File: src/design/lgs_pkg.sv
// ---------------------------------------------------------------------------
// lgs_pkg
// Shared types and constants for the life generation step block.
// ---------------------------------------------------------------------------
package lgs_pkg;

    localparam int DEF_MAX_COLS = 64;
    localparam int DEF_MAX_ROWS = 64;

    localparam int ACT_W   = 2;
    localparam int CROW_W  = 6;
    localparam int CCOL_W  = 6;
    localparam int CNT_W   = 13;
    localparam int CFG_IDX_W  = 4;
    localparam int CFG_DATA_W = 7;

    localparam logic [CNT_W-1:0] COUNT_MAX = 13'd8191;

    localparam logic [CFG_IDX_W-1:0] REG_GRID_WIDTH  = 4'd0;
    localparam logic [CFG_IDX_W-1:0] REG_GRID_HEIGHT = 4'd1;

    localparam logic [CFG_DATA_W-1:0] GRID_SIZE_RESET = 7'd64;

    typedef enum logic [ACT_W-1:0] {
        ACT_WRITE = 2'd0,
        ACT_READ  = 2'd1,
        ACT_STEP  = 2'd2,
        ACT_NONE  = 2'd3
    } t_action;

    typedef enum logic [1:0] {
        ADDR_CELL  = 2'd0,
        ADDR_ROW0  = 2'd1,
        ADDR_ROW1  = 2'd2,
        ADDR_AHEAD = 2'd3
    } t_addr_sel;

    typedef enum logic [3:0] {
        S_CLEAR,
        S_IDLE,
        S_CELL_RD,
        S_CELL_WB,
        S_PRIME0,
        S_PRIME1,
        S_LOAD,
        S_CALC,
        S_COUNT,
        S_FINISH
    } t_state;

    typedef struct packed {
        logic      in_ready;
        logic      start;
        logic      rd_en;
        t_addr_sel addr_sel;
        logic      cell_wb;
        logic      load_cur;
        logic      load_nxt;
        logic      calc;
        logic      count;
        logic      advance;
        logic      clr_wr;
        logic      out_load;
    } t_cmd;

    typedef struct packed {
        logic    in_valid;
        t_action action;
        logic    clr_done;
        logic    col_last;
        logic    row_last;
        logic    out_free;
    } t_stat;

endpackage

File: src/design/lgs_ctrl.sv
// ---------------------------------------------------------------------------
// lgs_ctrl
// Sequencer for clearing, cell access and the row-by-row generation sweep.
// ---------------------------------------------------------------------------
module lgs_ctrl import lgs_pkg::*; (
    input  logic  i_clk,
    input  logic  i_rst_n,
    input  t_stat i_stat,
    output t_cmd  o_cmd
);
    t_state r_state, n_state;

    always_ff @(posedge i_clk) begin
        if (!i_rst_n) begin
            r_state <= S_CLEAR;
        end else begin
            r_state <= n_state;
        end
    end

    always_comb begin
        n_state = r_state;
        case (r_state)
            S_CLEAR: begin
                if (i_stat.clr_done) n_state = S_IDLE;
            end
            S_IDLE: begin
                if (i_stat.in_valid) begin
                    case (i_stat.action)
                        ACT_WRITE, ACT_READ: n_state = S_CELL_RD;
                        ACT_STEP:            n_state = S_PRIME0;
                        default:             n_state = S_FINISH;
                    endcase
                end
            end
            S_CELL_RD: n_state = S_CELL_WB;
            S_CELL_WB: n_state = S_FINISH;
            S_PRIME0:  n_state = S_PRIME1;
            S_PRIME1:  n_state = S_LOAD;
            S_LOAD:    n_state = S_CALC;
            S_CALC:    n_state = S_COUNT;
            S_COUNT: begin
                if (i_stat.col_last) begin
                    n_state = i_stat.row_last ? S_FINISH : S_LOAD;
                end
            end
            S_FINISH: begin
                if (i_stat.out_free) n_state = S_IDLE;
            end
            default: n_state = S_IDLE;
        endcase
    end

    always_comb begin
        o_cmd = '0;
        o_cmd.addr_sel = ADDR_CELL;
        case (r_state)
            S_CLEAR: o_cmd.clr_wr = 1'b1;
            S_IDLE: begin
                o_cmd.in_ready = 1'b1;
                o_cmd.start    = i_stat.in_valid;
            end
            S_CELL_RD: o_cmd.rd_en = 1'b1;
            S_CELL_WB: o_cmd.cell_wb = 1'b1;
            S_PRIME0: begin
                o_cmd.rd_en    = 1'b1;
                o_cmd.addr_sel = ADDR_ROW0;
            end
            S_PRIME1: begin
                o_cmd.rd_en    = 1'b1;
                o_cmd.addr_sel = ADDR_ROW1;
                o_cmd.load_cur = 1'b1;
            end
            S_LOAD: o_cmd.load_nxt = 1'b1;
            S_CALC: o_cmd.calc = 1'b1;
            S_COUNT: begin
                o_cmd.count = 1'b1;
                // end of row: fetch the row two below and slide the window
                if (i_stat.col_last && !i_stat.row_last) begin
                    o_cmd.rd_en    = 1'b1;
                    o_cmd.addr_sel = ADDR_AHEAD;
                    o_cmd.advance  = 1'b1;
                end
            end
            S_FINISH: o_cmd.out_load = i_stat.out_free;
            default: ;
        endcase
    end

endmodule

File: config.mk
export PLATFORM = sky130hd
export DESIGN_NAME = lgs_ctrl
export DESIGN_NICKNAME = d
export VERILOG_FILES = /design/src/design/lgs_pkg.sv /design/src/design/lgs_ctrl.sv
export SDC_FILE = /design/constraint.sdc
export NUM_CORES = 1
export LEC_CHECK = 0
export BUFFER_PORTS_ARGS = -buffer_cell sky130_fd_sc_hd__buf_2
export CAP_MARGIN = 20
export CORE_AREA = 2 2 39 41
export DETAILED_ROUTE_END_ITERATION = 7
export DIE_AREA = 0 0 41 43
export HOLD_SLACK_MARGIN = 0.1
export PLACE_DENSITY_LB_ADDON = 0.12
export REMOVE_ABC_BUFFERS = 1
export SLEW_MARGIN = 20
export SYNTH_ARGS = -nofsm -noshare
export SYNTH_HDL_FRONTEND = slang
export SYNTH_SLANG_ARGS = --single-unit
File: constraint.sdc
create_clock -name i_clk -period 2.1 [get_ports i_clk]
set_input_delay 0.21 -clock i_clk [delete_from_list [all_inputs] [get_ports i_clk]]
set_output_delay 0.21 -clock i_clk [all_outputs]
set_load 0.02 [all_outputs]
# Word level (Yosys, flattened, before mapping)
# Cells that the tools add are included.
[word_totals] register_bits=4 out_inout_bits=13 elab_cells=42 input_bits=9
[op_classes] muxes=19 eq_ne=15 reduce_logical=7
[op_table] operator="case mux 4 bit (10 select lines)" count=1
[op_table] operator="two-way mux 4 bit" count=5
[op_table] operator="equality test 4 x 3 -> 1 bit, second input constant" count=4
[op_table] operator="equality test 4 x 2 -> 1 bit, second input constant" count=2
[op_table] operator="equality test 4 bit, second input constant" count=2
[op_table] operator="inequality test 2 bit, second input constant" count=4
[op_table] operator="case mux 4 bit (2 select lines)" count=1
[op_table] operator="two-way mux 1 bit" count=7
[op_table] operator="case mux 2 bit (3 select lines)" count=1
[op_table] operator="equality test 4 x 1 -> 1 bit, second input constant" count=1
[op_table] operator="logical NOT 4 bit" count=1
[op_table] operator="two-way mux 2 bit" count=2
[op_table] operator="AND reduction 4 bit" count=1
[op_table] operator="two-way mux 3 bit" count=1
[op_table] operator="OR reduction 3 bit" count=1
[op_table] operator="equality test 2 x 1 -> 1 bit, second input constant" count=1
[op_table] operator="equality test 2 bit, second input constant" count=1
[op_table] operator="logical NOT 2 bit" count=1
[op_table] operator="case mux 1 bit (2 select lines)" count=1
[op_table] operator="OR reduction 2 bit" count=1
[op_table] operator="logical AND 1 bit" count=1
[op_table] operator="logical NOT 1 bit" count=1

# Longest topological paths before layout
[depth] word_depth=5 depth_mapped=5 mapped_depth_nobuf=4

# Least setup slack after synthesis
# Ideal clock, no wire load.
[synth_timing] path_type="reg2out" startpoint="register r_state[1]" endpoint="output port o_cmd[10] in the netlist's numbering" path_slack_ps=425 t_required_ps=1890 arrival_ps=1465 stages_incl_launch_ff=5 n_path_buf=1 cell_sequence="dfxtp_1 buf_2 nand2b_1 mux2_2 o21ai_0"
[synth_rtl] item="start, declared" line_no="lgs_ctrl.sv:11" source="t_state r_state, n_state;"
[synth_rtl] item="start signal, assigned" line_no="lgs_ctrl.sv:17" source="r_state <= n_state;"
[synth_rtl] item="end, declared" line_no="lgs_ctrl.sv:9" source="output t_cmd o_cmd"

==> key figures <==
Outcome
  • Outcome: finished clean

Final layout
  • Antenna diode count: 0
  • Layout Utilization: 42.86%
  • Layout cell share with drive strength beyond 1: 43.59%
  • Largest regs: r_state: 4 flops
  • Fill cells: 147
  • Final #Nets: 89
  • Syn-to-layout area delta: 28.11%
  • Largest register by flop count: r_state
  • Max reg flops: 4

STA
  • Fmax: 0.5413 GHz
  • Final Cycle Share: 87.98%
  • Fin Hold WS: 0.2242 ns
  • Worst setup margin: 0.2525 ns
  • Slew headroom: 66.77%
  • RSZ-0062 raised after global routing: no
  • Post-route minimum period: 1.847 ns
  • Clock Skews: 0.005157 ns
  • Setup TNS: 0 ns
  • Worst-margin pin slew: 0.4978 ns
  • Max Slew Vio Count: 0
  • Setup violators final: 0
  • Final hold violation count: 0

Placed design
  • Final HPWL DP: 886.1 um
  • IO Port Bufs: 21
  • Setup WS pre-CTS: 0.4894 ns
  • Final Wtd Congestion: 0.7991

Setup path
  • R2r startpoint: r_state[0]
  • Worst setup SP type: flip-flop
  • Cells on worst reg2reg path: 4
  • Highest-delay cell along the critical path: nor4b_4
  • WP data required: 1.89 ns
  • Worst-path maximum fanout: 11
  • CP endpoint: o_cmd[9]
  • Crit path max-delay family: simple AND/OR/NAND/NOR gates
  • WP buf/inv: 1
  • Crit path depth: 4
  • Crit path launch: r_state[2]
  • Critical path arrival: 1.64 ns
  • Worst R2R End: r_state[0]
  • Crit path kind: flip-flop to output port
  • Crit-path cells: nor4b_4 -> nand3b_1 -> o21ai_0 -> buf_2
  • CP peak stage delay: 0.47 ns
  • Reg2Reg Setup Slack: 0.47 ns
  • Critical Path End Type: output port

Power
  • Pwr dens: 419.0 nW/um^2
  • Leakage: 0.2712 nW
  • Worst vdd ir: 0.2543 mV

Route
  • DR vias/cell: 5.096
  • Total wire length: 1.162 mm
  • Detailed Routing Iterations Pass 1: 2
  • Initial DRC count: 4
  • Vias: 479
  • DRC: 0
  • Wirelength per Cell: 12.36 um
  • Final antenna-violating net count: 0

Synth
  • Fraction of the mapped netlist area in simple logic gates: 43.24%
  • Async set-reset flop share out of synthesis: 0%
  • Synth Register Bits: 4
  • Syn_area_per_cell: 8.267 um^2
  • Post-synth cell types: 31
  • Number of synthesized flops with an enable pin: 0
  • Synth Area in Compound Gates: 24.32%
  • Main combinational cell family by area after synthesis: simple AND/OR/NAND/NOR gates
  • Top FF cell, synth: dfxtp_1
  • Yosys warns: 0
  • Synthesized area: 462.9 um^2
  • Sequential area share after synthesis: 17.30%
  • XOR/XNOR Fraction of Synth Area: 0%
  • Mapped Cells: 56
  • Fraction of synthesized area in multiplexers: 5.676%
  • Adder-cell share of the synthesized area: 0%

CTS
  • Setup Buffers After CTS: 0
  • Hold buffers post-CTS: 0
  • Max clock buf depth: 2
  • Worst-path clk slew: 0.04 ns
  • H-tree levels: 1
  • CTS root buf: clkbuf_4
  • CTS buffer count: 3
  • Skew-Pair Late Insertion Delay: 0.24 ns
  • Post-CTS Resized: 0
  • CTS tree: done
  • Sink Count: 4

Global route
  • Grt total ovfl: 0
  • Largest net degree at the start of global routing: 13
  • Antenna violations before repair: 0
  • Global Route Usage Sum: 14.74%
  • First-pass GRT wire length: 1.766 mm
  • Vias in the first global route: 394

Floorplan
  • Boundary pin count: 22
  • DIE HEIGHT: 43 um
  • Row Count: 14
  • Chip width: 41 um
  • Starting Density: 33.45%
  • Die area: 1763 um^2
  • Core area: 1384 um^2

Job
  • Max cap viols: 0

Hold path
  • Hold WC Path Type: input port to flip-flop
## kinds of logic after synthesis
kind of cell,Yosys count
AOI/OAI and AO/OA,16
buffers and inverters,7
DFF,4
muxes,2
and+or+nand+nor,27
## metrics by stage
stage	instance area (um^2)	power [mW]	std cells
after CTS	593.1	0.2524	94
final	593.1	0.2485	94
after floorplan	430.4	0.1304	52
after detailed placement	570.5	0.1535	91
after global placement	570.5	0.1539	91
after global routing	593.1	0.2647	94
## power by group
part / total, mW / switching [mW] / internal (mW)
clock network: 0.0958 / 0.0319 / 0.0640
registers: 0.0879 / 0.00890 / 0.0790
logic: 0.0647 / 0.0320 / 0.0327
## worst register-to-register path: cells and delay by family, from the launching register on
| family | cells | cell delay, ns |
|---|---|---|
| flops | 1 | 0.61 |
| mux | 1 | 0.35 |
| simple gates | 2 | 0.32 |
| compound gates | 1 | 0.24 |
## how the worst min path moves through the flow
stage / start / to / slack (ns) / cells past startpoint
6_report: i_rst_n / r_state[3] / 0.22 / 3
5_1_grt: i_rst_n / r_state[0] / 0.24 / 2
4_1_cts: i_rst_n / r_state[3] / 0.22 / 3
2_1_floorplan: i_rst_n / r_state[3] / 0.32 / 2
3_5_place_dp: i_rst_n / r_state[3] / 0.47 / 3
3_3_place_gp: i_rst_n / r_state[3] / 0.47 / 3
## placed cells by master, fill, tap and decap left out, types with 2 or more instances in the layout
master and n:
buf_2 21, nor4b_4 2, o21ai_0 4, nand3b_1 2, nor3_1 3, clkbuf_4 3
nor4_1 2, a21oi_1 2, nor2_1 5, nand2_1 3, nand2b_1 4, inv_1 3
dfxtp_1 4, buf_4 2
## layer usage
metal  routed length [um]  global-route usage (%)  vias to the layer above
met2                  504                   19.38                       14
met3                   55                   3.141                        2
met5                    0                       0                        -
met4                    8                   8.000                        0
met1                  594                   21.47                      216
li1                     -                       -                      247
## layout make-up
class	instances	area [um^2]	share of cell area (%)
Inverter	3	11.26	1.899
Sequential cell	4	80.08	13.50
Multi-Input combinational cell	45	339.1	57.17
Clock buffer	3	22.52	3.797
Timing Repair Buffer	23	120.1	20.25
Tap cell	16	20.02	3.376
## Yosys cell counts, types with 2 or more instances
cell,n,share of area (%)
buf_2,2,2.2
nor4_1,2,2.7
nor3_1,3,3.2
o21ai_0,4,4.3
nand2b_1,4,5.4
nor4b_4,2,10
dfxtp_1,4,17
a21oi_1,2,2.2
nor2_1,5,4.1
nand3b_1,2,3.2
buf_6,2,4.9
nand2_1,3,2.4
inv_1,3,2.4
No activity file was read; power rests on OpenSTA's default activity.
